$ cat src/sv/zero_crossing_frequency_estimator_defines.svh
// Assertion helpers for the zero crossing frequency estimator.
// Both expect clk and arst_n in scope.
`ifndef ZERO_CROSSING_FREQUENCY_ESTIMATOR_DEFINES_SVH
`define ZERO_CROSSING_FREQUENCY_ESTIMATOR_DEFINES_SVH
`ifndef SYNTHESIS
`define ZCFE_ASSERT(lbl, prop) \
	lbl: assert property (@(posedge clk) disable iff (!arst_n) prop) \
		else $error("zcfe assertion failed");
`define ZCFE_ASSERT_NEXT(lbl, ante, cons) \
	lbl: assert property (@(posedge clk) disable iff (!arst_n) (ante) |=> (cons)) \
		else $error("zcfe assertion failed");
`else
`define ZCFE_ASSERT(lbl, prop)
`define ZCFE_ASSERT_NEXT(lbl, ante, cons)
`endif
`endif

$ cat src/sv/zcfe_pkg.sv
package zcfe_pkg;

	localparam int SMP_W       = 16;
	localparam int FRAC_W      = 16;
	localparam int OUT_FRAC_W  = 8;
	localparam int CNT_W       = 12;
	localparam int RATE_W      = 18;
	localparam int QUO_W       = 26;
	localparam int PROD_W      = CNT_W + RATE_W;
	localparam int DVD_W       = PROD_W + FRAC_W + OUT_FRAC_W;
	localparam int DIV1_NUM_W  = SMP_W + FRAC_W;
	localparam int ITER_W      = $clog2(DVD_W + 1);
	localparam int MAX_BLOCK_DEF = 4096;

	localparam logic [ITER_W-1:0] DIV1_ITERS = ITER_W'(DIV1_NUM_W);
	localparam logic [ITER_W-1:0] DIV2_ITERS = ITER_W'(DVD_W);

	localparam logic [QUO_W-1:0]  FREQ_MAX   = '1;
	localparam logic [CNT_W-1:0]  COUNT_MAX  = '1;
	localparam logic [RATE_W-1:0] RATE_RESET = RATE_W'(48000);

	// APB map
	localparam int APB_ADDR_W = 3;
	localparam int APB_DATA_W = 32;
	localparam logic REG_SAMPLE_RATE = 1'b0;   // word index, paddr[2]

	typedef struct packed {
		logic              start;
		logic [DVD_W-1:0]  dividend;
		logic [ITER_W-1:0] iters;
	} div_cmd_t;

	typedef struct packed {
		logic             busy;
		logic             done;
		logic             ovf;
		logic [QUO_W-1:0] quotient;
	} div_sts_t;

endpackage

$ cat src/sv/zcfe_apb.sv
module zcfe_apb (
	input  logic                             clk,
	input  logic                             arst_n,
	input  logic                             psel,
	input  logic                             penable,
	input  logic                             pwrite,
	input  logic [zcfe_pkg::APB_ADDR_W-1:0]  paddr,
	input  logic [zcfe_pkg::APB_DATA_W-1:0]  pwdata,
	output logic [zcfe_pkg::APB_DATA_W-1:0]  prdata,
	output logic                             pready,
	output logic [zcfe_pkg::RATE_W-1:0]      sample_rate
);
	import zcfe_pkg::*;

	logic [RATE_W-1:0] rate_q;
	logic              hit;

	// word-aligned decode, byte offset ignored
	assign hit = (paddr[2] == REG_SAMPLE_RATE);

	always_ff @(posedge clk or negedge arst_n) begin
		if (!arst_n) begin
			rate_q <= RATE_RESET;
		end else if (psel && penable && pwrite && hit) begin
			rate_q <= pwdata[RATE_W-1:0];
		end
	end

	always_comb begin
		prdata = '0;
		if (hit) begin
			prdata = APB_DATA_W'(rate_q);
		end
	end

	assign pready      = 1'b1;
	assign sample_rate = rate_q;

endmodule

$ cat src/sv/zcfe_div.sv
`include "zero_crossing_frequency_estimator_defines.svh"

// Restoring divider, one quotient bit per cycle. Dividend is consumed from
// its MSB; iters sets how many bits. Quotient bits shifted past the top
// set a sticky overflow.
module zcfe_div #(
	parameter int DVS_W = 29
) (
	input  logic                 clk,
	input  logic                 arst_n,
	input  zcfe_pkg::div_cmd_t   cmd,
	input  logic [DVS_W-1:0]     divisor,
	output zcfe_pkg::div_sts_t   sts
);
	import zcfe_pkg::*;

	logic [DVS_W-1:0]  rem_q;
	logic [DVS_W-1:0]  dvs_q;
	logic [DVD_W-1:0]  dvd_q;
	logic [QUO_W-1:0]  quo_q;
	logic              ovf_q;
	logic              busy_q;
	logic              done_q;
	logic [ITER_W-1:0] cnt_q;

	logic [DVS_W:0] trial;
	logic [DVS_W:0] diff;
	logic           fits;

	assign trial = {rem_q, dvd_q[DVD_W-1]};
	assign diff  = trial - {1'b0, dvs_q};
	assign fits  = !diff[DVS_W];

	always_ff @(posedge clk or negedge arst_n) begin
		if (!arst_n) begin
			busy_q <= 1'b0;
			done_q <= 1'b0;
			cnt_q  <= '0;
		end else if (cmd.start) begin
			busy_q <= 1'b1;
			done_q <= 1'b0;
			cnt_q  <= cmd.iters;
		end else if (busy_q) begin
			cnt_q <= cnt_q - ITER_W'(1);
			if (cnt_q == ITER_W'(1)) begin
				busy_q <= 1'b0;
				done_q <= 1'b1;
			end
		end else begin
			done_q <= 1'b0;
		end
	end

	always_ff @(posedge clk) begin
		if (cmd.start) begin
			dvd_q <= cmd.dividend;
			dvs_q <= divisor;
			rem_q <= '0;
			quo_q <= '0;
			ovf_q <= 1'b0;
		end else if (busy_q) begin
			rem_q <= fits ? diff[DVS_W-1:0] : trial[DVS_W-1:0];
			dvd_q <= {dvd_q[DVD_W-2:0], 1'b0};
			quo_q <= {quo_q[QUO_W-2:0], fits};
			ovf_q <= ovf_q | quo_q[QUO_W-1];
		end
	end

	assign sts.busy     = busy_q;
	assign sts.done     = done_q;
	assign sts.ovf      = ovf_q;
	assign sts.quotient = quo_q;

	`ZCFE_ASSERT(a_start_idle, cmd.start |-> !busy_q)
	`ZCFE_ASSERT(a_rem_below, busy_q |-> rem_q < dvs_q)
	`ZCFE_ASSERT_NEXT(a_done_last, busy_q && !cmd.start && cnt_q == ITER_W'(1), done_q && !busy_q)

endmodule

$ cat src/sv/zero_crossing_frequency_estimator.sv
// Zero crossing frequency estimator.
// Input channel (in_valid/in_ready): one audio word per sample, sample is
// signed 16 bit, last_sample marks the final word of an analysis block.
// Output channel (out_valid/out_ready): one word per block, issued for the
// word carrying last_sample: frequency_q8 (Hz * 256, saturated to 26 bits,
// 0 with fewer than two crossings) and crossings (upward crossing count).
// APB port: register 0 at byte address 0 holds sample_rate (18 bits).
// Work per sample; both divides use the one shared bit-serial divider:
//   plain sample: taken, in_ready stays high
//   sample ending an upward crossing: 32-bit fraction divide
//   last sample: multiply state, 54-bit divide if freq_ok, output load
// A last sample that also ends a crossing does the fraction divide first.
// A finished result sits in the output register; the next block's samples
// are taken while it waits. If out_ready stays low and a second result is
// ready, the block holds in its output state with in_ready low.
// Reset: sample_rate returns to 48000 and block state is cleared; in_ready
// is already high while arst_n is low.
`include "zero_crossing_frequency_estimator_defines.svh"

module zero_crossing_frequency_estimator #(
	parameter int MAX_BLOCK = zcfe_pkg::MAX_BLOCK_DEF
) (
	input  logic                             clk,
	input  logic                             arst_n,
	input  logic                             psel,
	input  logic                             penable,
	input  logic                             pwrite,
	input  logic [zcfe_pkg::APB_ADDR_W-1:0]  paddr,
	input  logic [zcfe_pkg::APB_DATA_W-1:0]  pwdata,
	output logic [zcfe_pkg::APB_DATA_W-1:0]  prdata,
	output logic                             pready,
	input  logic                             in_valid,
	output logic                             in_ready,
	input  logic signed [zcfe_pkg::SMP_W-1:0] sample,
	input  logic                             last_sample,
	output logic                             out_valid,
	input  logic                             out_ready,
	output logic [zcfe_pkg::QUO_W-1:0]       frequency_q8,
	output logic [zcfe_pkg::CNT_W-1:0]       crossings
);
	import zcfe_pkg::*;

	// index saturates at MAX_BLOCK; base index of a crossing is below it
	localparam int IDX_W  = $clog2(MAX_BLOCK + 1);
	localparam int BASE_W = $clog2(MAX_BLOCK);
	localparam int POS_W  = BASE_W + FRAC_W + 1;

	typedef enum logic [4:0] {
		ST_IDLE = 5'b00001,
		ST_DIV1 = 5'b00010,
		ST_MUL  = 5'b00100,
		ST_DIV2 = 5'b01000,
		ST_OUT  = 5'b10000
	} state_t;

	state_t state_q;

	logic [RATE_W-1:0] sample_rate;

	// block state
	logic [SMP_W-1:0]  prev_q;
	logic              have_prev_q;
	logic [IDX_W-1:0]  idx_q;
	logic [BASE_W-1:0] base_q;
	logic [POS_W-1:0]  first_pos_q;
	logic [POS_W-1:0]  last_pos_q;
	logic [CNT_W-1:0]  count_q;
	logic              last_q;
	logic [QUO_W-1:0]  res_freq_q;

	// output register
	logic              out_valid_q;
	logic [QUO_W-1:0]  freq_out_q;
	logic [CNT_W-1:0]  cross_out_q;

	div_cmd_t          dcmd;
	div_sts_t          dsts;
	logic [POS_W-1:0]  dvs;

	logic              accept;
	logic              crossing;
	logic [SMP_W-1:0]  neg_prev;
	logic [SMP_W:0]    denom;
	logic              freq_ok;
	logic [POS_W-1:0]  span;
	logic [PROD_W-1:0] prod;
	logic [POS_W-1:0]  new_pos;
	logic              out_load;

	zcfe_apb u_apb (
		.clk         (clk),
		.arst_n      (arst_n),
		.psel        (psel),
		.penable     (penable),
		.pwrite      (pwrite),
		.paddr       (paddr),
		.pwdata      (pwdata),
		.prdata      (prdata),
		.pready      (pready),
		.sample_rate (sample_rate)
	);

	zcfe_div #(
		.DVS_W (POS_W)
	) u_div (
		.clk     (clk),
		.arst_n  (arst_n),
		.cmd     (dcmd),
		.divisor (dvs),
		.sts     (dsts)
	);

	assign in_ready = (state_q == ST_IDLE);
	assign accept   = in_valid && in_ready;

	// upward crossing: previous negative, current zero or more, index below MAX_BLOCK
	assign crossing = have_prev_q && (idx_q < IDX_W'(MAX_BLOCK)) && prev_q[SMP_W-1]
		&& !sample[SMP_W-1];
	assign neg_prev = SMP_W'(-prev_q);
	assign denom    = {sample[SMP_W-1], sample} - {prev_q[SMP_W-1], prev_q};

	assign freq_ok = (count_q >= CNT_W'(2)) && (last_pos_q > first_pos_q);
	assign span    = last_pos_q - first_pos_q;
	assign prod    = PROD_W'(count_q - CNT_W'(1)) * PROD_W'(sample_rate);

	// crossing position: base index in Q.16 plus fraction (up to 1.0)
	assign new_pos = POS_W'({base_q, FRAC_W'(0)}) + POS_W'(dsts.quotient[FRAC_W:0]);

	always_comb begin
		dcmd.start = (accept && crossing) || (state_q == ST_MUL && freq_ok);
		if (state_q == ST_MUL) begin
			dcmd.dividend = {prod, (FRAC_W + OUT_FRAC_W)'(0)};
			dcmd.iters    = DIV2_ITERS;
			dvs           = span;
		end else begin
			dcmd.dividend = DVD_W'({neg_prev, FRAC_W'(0)}) << (DVD_W - DIV1_NUM_W);
			dcmd.iters    = DIV1_ITERS;
			dvs           = POS_W'(denom[SMP_W-1:0]);
		end
	end

	assign out_load = (state_q == ST_OUT) && (!out_valid_q || out_ready);

	always_ff @(posedge clk or negedge arst_n) begin
		if (!arst_n) begin
			state_q     <= ST_IDLE;
			prev_q      <= '0;
			have_prev_q <= 1'b0;
			idx_q       <= '0;
			first_pos_q <= '0;
			last_pos_q  <= '0;
			count_q     <= '0;
			last_q      <= 1'b0;
			out_valid_q <= 1'b0;
		end else begin
			case (state_q)
				ST_IDLE: begin
					if (accept) begin
						prev_q      <= sample;
						have_prev_q <= 1'b1;
						last_q      <= last_sample;
						if (idx_q < IDX_W'(MAX_BLOCK)) begin
							idx_q <= idx_q + IDX_W'(1);
						end
						if (crossing) begin
							state_q <= ST_DIV1;
						end else if (last_sample) begin
							state_q <= ST_MUL;
						end
					end
				end
				ST_DIV1: begin
					if (dsts.done) begin
						if (count_q == '0) begin
							first_pos_q <= new_pos;
						end
						last_pos_q <= new_pos;
						if (count_q != COUNT_MAX) begin
							count_q <= count_q + CNT_W'(1);
						end
						state_q <= last_q ? ST_MUL : ST_IDLE;
					end
				end
				ST_MUL: begin
					state_q <= freq_ok ? ST_DIV2 : ST_OUT;
				end
				ST_DIV2: begin
					if (dsts.done) begin
						state_q <= ST_OUT;
					end
				end
				ST_OUT: begin
					if (out_load) begin
						prev_q      <= '0;
						have_prev_q <= 1'b0;
						idx_q       <= '0;
						first_pos_q <= '0;
						last_pos_q  <= '0;
						count_q     <= '0;
						state_q     <= ST_IDLE;
					end
				end
				default: begin
					state_q <= ST_IDLE;
				end
			endcase

			if (out_load) begin
				out_valid_q <= 1'b1;
			end else if (out_ready) begin
				out_valid_q <= 1'b0;
			end
		end
	end

	always_ff @(posedge clk) begin
		if (accept) begin
			base_q <= BASE_W'(idx_q - IDX_W'(1));
		end
		if (state_q == ST_MUL && !freq_ok) begin
			res_freq_q <= '0;
		end else if (state_q == ST_DIV2 && dsts.done) begin
			res_freq_q <= dsts.ovf ? FREQ_MAX : dsts.quotient;
		end
		if (out_load) begin
			freq_out_q  <= res_freq_q;
			cross_out_q <= count_q;
		end
	end

	assign out_valid    = out_valid_q;
	assign frequency_q8 = freq_out_q;
	assign crossings    = cross_out_q;

	`ZCFE_ASSERT(a_ready_div_idle, in_ready |-> !dsts.busy)
	`ZCFE_ASSERT(a_pos_order, first_pos_q <= last_pos_q)
	`ZCFE_ASSERT_NEXT(a_out_load, out_load, out_valid && state_q == ST_IDLE)

endmodule

$ cat config.mk
export PLATFORM = sky130hd
export DESIGN_NAME = zero_crossing_frequency_estimator
export DESIGN_NICKNAME = d
export VERILOG_FILES = /design/src/sv/zcfe_pkg.sv /design/src/sv/zcfe_apb.sv /design/src/sv/zcfe_div.sv /design/src/sv/zero_crossing_frequency_estimator.sv
export VERILOG_INCLUDE_DIRS = /design/src /design/src/sv
export SDC_FILE = /design/constraint.sdc
export NUM_CORES = 1
export LEC_CHECK = 0
export BUFFER_PORTS_ARGS = -buffer_cell sky130_fd_sc_hd__buf_2
export CAP_MARGIN = 20
export CORE_MARGIN = 2
export CORE_UTILIZATION = 33
export CTS_CLUSTER_DIAMETER = 30
export DETAILED_ROUTE_END_ITERATION = 7
export PLACE_DENSITY_LB_ADDON = 0.12
export REMOVE_ABC_BUFFERS = 1
export SLEW_MARGIN = 20
export SYNTH_ARGS = -nofsm -noshare
export SYNTH_HDL_FRONTEND = slang
export SYNTH_SLANG_ARGS = --single-unit
$ cat constraint.sdc
create_clock -name clk -period 14.2 [get_ports clk]
set_input_delay 2.84 -clock clk [delete_from_list [all_inputs] [get_ports clk]]
set_output_delay 2.84 -clock clk [all_outputs]
set_load 0.01 [all_outputs]
==> impl_metrics.ini, run 1 <==
[timing]
drv_slew = 0
rsz0062_at_grt = no
fmax_mhz = 117
fin_tns_setup_ns = 0
worst_pin_slew_ns = 1.01
timing.final.ws_setup_ns = 5.64
slew_headroom = 0.324
finalCritPeriodShare = 0.603
fin_crit_ns = 8.56
finalHoldViolations = 0
finClkSkew_ns = 0.0662
setup-violations-final = 0

[critical_path]
r2r_end = u_div.dvd_q[51]
critPathTopFamily = adder cells
slowest_stage = dfrtp_1
setup.worst_path.class = reg2reg
worstPathArrival_ns = 9.03
cp_max_fo = 19
worstPathRequired_ns = 14.67
start_kind = register
path_buf_inv = 6
ff2ff_path_depth = 27
slowest_delay_ns = 0.85
rr_startpoint = count_q[0]
r2r_slack_ns = 5.64
cp-end-kind = register
cpMostUsedCell = fa_1

[global_route]
globalRouteTotalUtil = 0.161
grt_pass1_vias = 18900
gr-usage-met1 = 0.213
antenna_found_initial = 4
gr-max-usage-layer = met2
gr-total-overflow = 0
grt_use_met3 = 0.0285
grt_pass1_wl_um = 100000
use_met2 = 0.265
grt_max_degree = 88

[die]
dieArea_mm2 = 0.0776
coreArea_mm2 = 0.0746
initial_utilization = 0.334
num_io_pins = 132
die_y_um = 279
rows = 100
fp.dieW_um = 279

[cells_and_area]
register_area_mm2 = 0.00826
final_common_cell = nand2_1
layout_common_cells = nand2_1, inv_1, nor2_1
multiInputGateArea_mm2 = 0.0151
fill_cells = 7408
area_delta_synth_final_pct = 18.2
final_nets = 3151
post_route_cells_drive_above_1_share = 0.131

[hold_path]
hold_start = res_freq_q[1]
hp-class = reg2reg
min_path_cells = 0
whs_endpoint = frequency_q8[1]

[synthesis]
synth_warnings = 0
syn_inst = 2627
seq_area_frac_synth = 0.332
synth_edf_count = 109
synth-async-reset-ratio = 0.410
synth_flop_cell = dfrtp_1
syn-cell-area_mm2 = 0.0249
syn_area_per_cell_um2 = 9.47
post_synth_num_cell_types = 90
ys_ff_latch = 324

[job]
drv_cap = 0

[clock_tree]
cts_tree = done
ctsLongestPathBuffers = 3
root_buffer = clkbuf_16
clock_sinks = 324
clk_pin_slew_ns = 0.04
cts_hold_buffers = 0
clk-insertion-delay-late_ns = 0.66
cts_setup_buffers = 0
cts_inserted_buffers = 90
cts_max_level = 3
cts_resized = 0

[detailed_routing]
route.detailed.drc = 0
vias_per_cell = 4.79
first_pass_iters = 5
vias = 18100
drtIter0Drc = 634
wire_per_inst_um = 16.1
routed_wl_um = 61000
drt.antenna.violating_nets = 0

[placement]
dp_hpwl_um = 44900
post-place-ws_ns = 5.58
gp_congestion = 0.876
port_buffers = 100

[run_status]
outcome = finished, final reports clean
layer usage:
metal	wire [um]	vias up
li1	-	9032
met1	28600	8688
met2	28400	305
met3	2410	105
met4	1570	2
met5	13	-
how the worst max path moves through the flow:
stage | start | end | slack [ns] | cells after the start
3_3_place_gp | count_q[0] | u_div.dvd_q[51] | 5.51 | 27
6_report | count_q[0] | u_div.dvd_q[51] | 5.64 | 27
3_5_place_dp | count_q[0] | u_div.dvd_q[51] | 5.58 | 27
2_1_floorplan | count_q[0] | u_div.dvd_q[51] | 6.80 | 25
5_1_grt | count_q[0] | u_div.dvd_q[51] | 5.00 | 27
4_1_cts | count_q[0] | u_div.dvd_q[51] | 5.54 | 27
logic make-up (layout without fill, tap and decap cells):
| group | after synthesis | in the layout | share of synthesized area |
|---|---|---|---|
| other cells | 2 | 17 | 0.000302 |
| mux | 91 | 91 | 0.0385 |
| flops | 324 | 324 | 0.332 |
| xor+xnor | 144 | 144 | 0.0514 |
| simple gates | 845 | 845 | 0.161 |
| buf+inv | 402 | 574 | 0.0655 |
| fa+ha+maj | 358 | 358 | 0.234 |
| compound gates | 461 | 461 | 0.118 |
state kept, by name, summed over array words and instances (netlist names), 5 cells and up:
register	cells
first_pos_q	29
state_q	5
last_pos_q	29
prev_q	16
u_div.quo_q	26
idx_q	13
u_div.cnt_q	6
u_div.rem_q	29
base_q	12
res_freq_q	26
u_div.dvd_q	30
u_apb.sample_rate	18
frequency_q8	26
crossings	12
count_q	12
u_div.dvs_q	29
per-stage QoR:
stage	util	instances	hold WS, ns	cell area, um^2
floorplan	-	2517	0.409	24400
global placement	0.352	3610	0.414	26300
detailed placement	0.352	3610	0.415	26300
CTS	0.394	3780	0.404	29400
global route	0.394	3781	0.422	29400
finish	0.394	3783	0.406	29400
worst reg2reg max path: stages (launching register included):
cell,delay (ns)
dfrtp_1,0.85
inv_1,0.44
ha_1,0.38
nand2_1,0.38
nor2_1,0.12
xor2_1,0.16
buf_4,0.22
and2_1,0.20
fa_1,0.49
inv_1,0.05
fa_1,0.47
inv_1,0.05
fa_1,0.52
fa_1,0.52
fa_1,0.54
inv_1,0.05
fa_1,0.49
inv_1,0.04
ha_1,0.36
nand3_1,0.10
a211oi_1,0.29
o21ai_0,0.29
o31ai_1,0.60
a311oi_1,0.19
o21bai_1,0.19
xor2_1,0.19
nand2_1,0.09
a21oi_2,0.15
layout make-up:
cell class                      instances  area share
Sequential cell                       324       0.281
Antenna cell                            2    0.000170
Timing Repair Buffer                  125      0.0237
Tap cell                              969      0.0412
Clock buffer                          113      0.0826
Multi-Input combinational cell       1914       0.512
Inverter                              279      0.0358
Clock inverter                         57      0.0234
cells in the mapped netlist (5+ instances only):
cell type	n	share of area
nand2_1	302	0.046
a21oi_2	9	0.0032
xor2_1	64	0.023
a211oi_2	5	0.0025
a21o_1	40	0.012
a31oi_1	16	0.0040
and2_1	58	0.015
a21oi_1	111	0.022
o21bai_1	10	0.0030
o31ai_1	10	0.0030
nor2_1	223	0.034
xnor2_1	79	0.028
nor4_1	11	0.0028
nand3b_1	6	0.0018
fa_1	179	0.14
nand3_1	45	0.0091
mux2_2	37	0.017
nor2b_1	50	0.013
ha_1	179	0.090
a22o_1	14	0.0049
dfstp_2	8	0.0084
a21boi_0	6	0.0018
edfxtp_1	109	0.13
clkbuf_1	86	0.013
o22ai_1	6	0.0015
and3_1	11	0.0028
o21a_1	10	0.0030
dfrtp_1	125	0.13
o21ai_1	6	0.0012
or3_1	28	0.0070
nor3_1	29	0.0058
o21ai_0	142	0.029
mux2i_1	54	0.022
a211oi_1	37	0.011
nand4_1	18	0.0045
buf_4	18	0.0054
inv_1	277	0.042
dfxtp_1	82	0.066
buf_2	12	0.0024
nand2b_1	32	0.0080
Power of run 1 is left out: the tool's default activity adds up to more than one toggle a clock period on the data nets, which glitch-free logic cannot reach.
==> run 2, diff against run 1 <==
--- a/config.mk
+++ b/config.mk
@@ -6,6 +6,7 @@
 export SDC_FILE = /design/constraint.sdc
 export NUM_CORES = 1
 export LEC_CHECK = 0
+export ABC_AREA = 1
 export BUFFER_PORTS_ARGS = -buffer_cell sky130_fd_sc_hd__buf_2
 export CAP_MARGIN = 20
 export CORE_MARGIN = 2
==> constraint.sdc (replaced) <==
create_clock -name clk -period 6.85 [get_ports clk]
set_input_delay 1.37 -clock clk [delete_from_list [all_inputs] [get_ports clk]]
set_output_delay 1.37 -clock clk [all_outputs]
set_load 0.01 [all_outputs]
==> run 2 against run 1 <==
Net effect:
- utilization fell by 0.15 points
- clock skew down 0.038 ns
- sequential share of layout area down 1.6 points
- synthesized cell count up 33%
- global-route usage rose by 3.5 points
- design area is 5.9% higher
- die area up 6.5%
- critical path depth rose by 2
- non-clock buffer count rose by 37
- sequential cell count stayed put
- routed wire length up 29%
==> impl_metrics.ini, run 2 <==
[critical_path]
start_kind = register
cp_max_fo = 7
worstPathRequired_ns = 7.20
cp-end-kind = register
setup.worst_path.start = count_q[1]
setup.worst_path.class = reg2reg
slowest_delay_ns = 0.54
rr_startpoint = count_q[1]
cpMostUsedCell = nand2_1
slowest_stage = fa_1
worstPathArrival_ns = 6.78

[timing]
setup-violations-final = 0
slew_headroom = 0.340
rsz0062_at_grt = yes
finClkSkew_ns = 0.0280
finalHoldViolations = 0
worst_pin_slew_ns = 0.989
drv_slew = 0
timing.final.ws_setup_ns = 0.422
finalCritPeriodShare = 0.938
fmax_mhz = 156
fin_crit_ns = 6.43

[cells_and_area]
antenna_cells = 0
final_common_cell = nand2_1
post_route_cells_drive_above_1_share = 0.106
area_delta_synth_final_pct = 17.4
utilization = 0.393
fill_cells = 8340
largest_reg_flops = 30
layout_common_cells = nand2_1, inv_1, nor2_1
regMostFlops = u_div.dvd_q
final_nets = 4047

[synthesis]
syn_inst = 3487
synth.largest_area_cell = nand2_1
syn-cell-area_mm2 = 0.0265
seq_area_frac_synth = 0.311
synth_area_leaders = nand2_1, fa_1, edfxtp_1
synth_edf_count = 109
synth_largest_type_area_fraction = 0.146
yosys-top-cells-count = nand2_1, inv_1, nor2_1, a21oi_1
syn_area_per_cell_um2 = 7.61
synth-async-reset-ratio = 0.410
post_synth_num_cell_types = 56
synth_warnings = 0
ys_ff_latch = 324
synth_flop_cell = dfrtp_1
synth.most_common_cell = nand2_1

[job]
drv_cap = 0

[detailed_routing]
drtIter0Drc = 1605
route.detailed.drc = 0
wire_per_inst_um = 16.6
drt.antenna.violating_nets = 0
routed_wl_um = 78800
vias = 22500
first_pass_iters = 5
vias_per_cell = 4.73

[global_route]
gr-total-overflow = 0
grt_pass1_wl_um = 127000
antenna_found_initial = 2
grt_max_degree = 83
grt_pass1_vias = 22400
globalRouteTotalUtil = 0.195

[die]
initial_utilization = 0.335
die_y_um = 288
rows = 103
num_io_pins = 132
dieArea_mm2 = 0.0827
coreArea_mm2 = 0.0793
fp.dieW_um = 288

[hold_path]
hold_start = res_freq_q[7]
hp-class = reg2reg

[clock_tree]
clk_pin_slew_ns = 0.05
cts_max_level = 3
cts_hold_buffers = 0
root_buffer = clkbuf_16
cts_setup_buffers = 0
cts_tree = done
ctsLongestPathBuffers = 3
cts_inserted_buffers = 85
clk-insertion-delay-late_ns = 0.62
clock_sinks = 324

[placement]
dp_hpwl_um = 61200
port_buffers = 100
gp_congestion = 0.871
post-place-ws_ns = 0.181

[run_status]
outcome = finished, final reports clean
## run 2: worst max-delay path, delay by kind of cell, from the launching register on
family	cells	cell delay (ns)
XOR/XNOR	1	0.15
flip-flops	1	0.43
adder cells (fa/ha/maj)	8	3.34
buffers and inverters	6	0.72
AND/OR/NAND/NOR	12	1.24
AO/OA/AOI/OAI	2	0.28
## run 2: per-stage QoR
step | instances | area, um^2 | hold WS [ns] | setup TNS (ns)
6_report | 4750 | 31100 | 0.426 | 0
4_1_cts | 4750 | 31100 | 0.424 | 0
3_5_place_dp | 4593 | 28200 | 0.415 | 0
5_1_grt | 4750 | 31100 | 0.438 | -0.0378
2_1_floorplan | 3381 | 25900 | 0.409 | 0
3_3_place_gp | 4593 | 28200 | 0.420 | 0
## run 2: worst paths after layout
kind	end	slack, ns	cells past startpoint
worst min-delay path	frequency_q8[7]	0.43	0
max in group asynchronous	count_q[1]	4.69	2
worst min register to register	frequency_q8[7]	0.43	0
worst max register to register	u_div.dvd_q[45]	0.42	29
worst max-delay path	u_div.dvd_q[45]	0.42	29
min in group asynchronous	last_pos_q[11]	0.81	1
## run 2: cells by family after synthesis
| family | synth area share |
|---|---|
| buffers and inverters | 0.100 |
| muxes | 0.000755 |
| DFF | 0.311 |
| xor gates and xnor gates | 0.0205 |
| and+or+nand+nor | 0.255 |
| AOI/OAI and AO/OA | 0.0927 |
| other | 0.000283 |
| adders and majority gates | 0.219 |
## run 2: metal layers
metal / part of all wire / GRT usage
met3: 0.055 / 0.0352
met2: 0.42 / 0.288
met1: 0.50 / 0.290
met4: 0.020 / 0.0543
met5: 0 / 0
## run 2: final cells by class
cell class	count	area, um^2	area share
clock buffer	118	2390	0.0769
clock inverter	39	480	0.0154
inverter	538	2020	0.0650
multi-input combinational	2519	15700	0.504
sequential	324	8250	0.265
tap	1050	1310	0.0422
timing repair buffer	162	972	0.0312
## run 2: repair_timing
action | 4_1_cts | 5_1_grt
endpoints found under the hold margin | 0 | 0
setup endpoints to repair | 0 | 17
gates resized for setup | 0 | 19
Power of run 2 is left out for the same reason.
==> run 3, diff against run 2 <==
--- a/config.mk
+++ b/config.mk
@@ -6,7 +6,6 @@
 export SDC_FILE = /design/constraint.sdc
 export NUM_CORES = 1
 export LEC_CHECK = 0
-export ABC_AREA = 1
 export BUFFER_PORTS_ARGS = -buffer_cell sky130_fd_sc_hd__buf_2
 export CAP_MARGIN = 20
 export CORE_MARGIN = 2
==> run 3 against run 2 <==
Net effect:
- the run now ends with negative setup slack left
- global-route usage fell by 3.2 points
- routed wire length fell by 20%
- critical path depth fell by 3
- non-clock buffer count rose by 85
- via count fell by 16%
- largest cell class unchanged
==> impl_metrics.ini, run 3 (synthesis gave the netlist of run 1 again) <==
[detailed_routing]
route.detailed.drc = 0
drt.antenna.violating_nets = 0
routed_wl_um = 63000
vias = 18800
wire_per_inst_um = 16.1
first_pass_iters = 5
drtIter0Drc = 794
vias_per_cell = 4.81

[die]
num_io_pins = 132
fp.dieW_um = 279
dieArea_mm2 = 0.0776
die_y_um = 279
rows = 100
coreArea_mm2 = 0.0746
initial_utilization = 0.334

[critical_path]
worstPathArrival_ns = 7.23
setup.worst_path.start = count_q[7]
cp_max_fo = 5
start_kind = register
worstPathRequired_ns = 7.21
ff2ff_path_depth = 26
cp-end-kind = register
rr_startpoint = count_q[7]
setup.worst_path.class = reg2reg

[global_route]
grt_max_degree = 85
antenna_found_initial = 7
grt_pass1_vias = 19500
grt_pass1_wl_um = 103000
globalRouteTotalUtil = 0.164
gr-total-overflow = 0

[hold_path]
hold_start = res_freq_q[15]
min_path_cells = 0
hp-class = reg2reg

[timing]
finClkSkew_ns = 0.0370
slew_headroom = 0.316
setup-violations-final = 1
fmax_mhz = 145
rsz0062_at_grt = yes
finalCritPeriodShare = 1.00
worst_pin_slew_ns = 1.03
finalHoldViolations = 0
hold_ws_ns = 0.427
fin_crit_ns = 6.87
drv_slew = 0
timing.final.ws_setup_ns = -0.0235

[placement]
dp.cells = 3720
gp_congestion = 0.904
port_buffers = 100
placed_area_mm2 = 0.0271
dp_hpwl_um = 46900
post-place-ws_ns = -0.538

[run_status]
violations = negative setup slack
outcome = complete, but fails checks

[cells_and_area]
final_nets = 3274
regMostFlops = u_div.dvd_q
instances_no_fill = 3907
final_common_cell = nand2_1
finalInstanceArea_mm2 = 0.0308
post_route_cells_drive_above_1_share = 0.194
largest_reg_flops = 30
area_delta_synth_final_pct = 23.8
layout_common_cells = nand2_1, inv_1, nor2_1

[clock_tree]
clk_pin_slew_ns = 0.04
ctsLongestPathBuffers = 3
root_buffer = clkbuf_16
clock_sinks = 324
clk-insertion-delay-late_ns = 0.63
cts_max_level = 3
cts_inserted_buffers = 91
cts_tree = done

[job]
drv_cap = 0
-- run 3: repair_timing --
| item | in CTS | in global routing |
|---|---|---|
| setup buffers | 5 | 5 |
| setup endpoints to repair | 14 | 14 |
| gates resized for setup | 53 | 69 |
| pin swaps | 55 | 39 |
| hold buffers | 0 | 0 |
| gates cloned | 0 | 1 |
-- run 3: layout make-up --
class | count | area, um^2
sequential | 324 | 8260
clock buffer | 118 | 2470
tap | 969 | 1210
clock inverter | 52 | 582
multi-input combinational | 1914 | 15500
fill | 7382 | 43800
inverter | 279 | 1050
timing repair buffer | 247 | 1680
antenna | 4 | 10.0
-- run 3: per-stage QoR --
stage,utilization,TNS (ns)
2_1_floorplan,-,-4.00
3_3_place_gp,0.364,-4.92
3_5_place_dp,0.364,-5.55
4_1_cts,0.408,0
5_1_grt,0.413,-1.61
6_report,0.413,-0.0235
-- run 3: worst paths after layout --
kind	slack, ns	end
min reg2reg	0.43	frequency_q8[15]
min	0.43	frequency_q8[15]
max in group asynchronous	4.69	u_div.busy_q
max	-0.02	u_div.dvd_q[53]
min in group asynchronous	0.84	u_apb.sample_rate[3]
max reg2reg	-0.02	u_div.dvd_q[53]
-- run 3: critical path: stages (launching register included) --
cell and delay, ns:
dfrtp_1 0.37, or4_4 0.57, nor4_4 0.24, nand3_1 0.12
xnor2_1 0.14, buf_4 0.15, buf_4 0.14, and2_1 0.17
fa_2 0.54, fa_2 0.44, fa_2 0.56, fa_2 0.45
fa_2 0.57, ha_1 0.15, ha_2 0.27, a21o_1 0.17
a21o_1 0.18, a21oi_2 0.11, o21ai_0 0.08, a21oi_1 0.18
o31ai_2 0.09, buf_4 0.16, a31oi_4 0.18, nor3_2 0.07
or3_1 0.35, nand3_1 0.10, a21oi_1 0.06
-- run 3: metal layers --
layer,wire (um),track usage
met1,28300,0.213
met2,30000,0.273
met3,2920,0.0293
met4,1780,0.0583
met5,26,0
Power of run 3 is left out for the same reason.
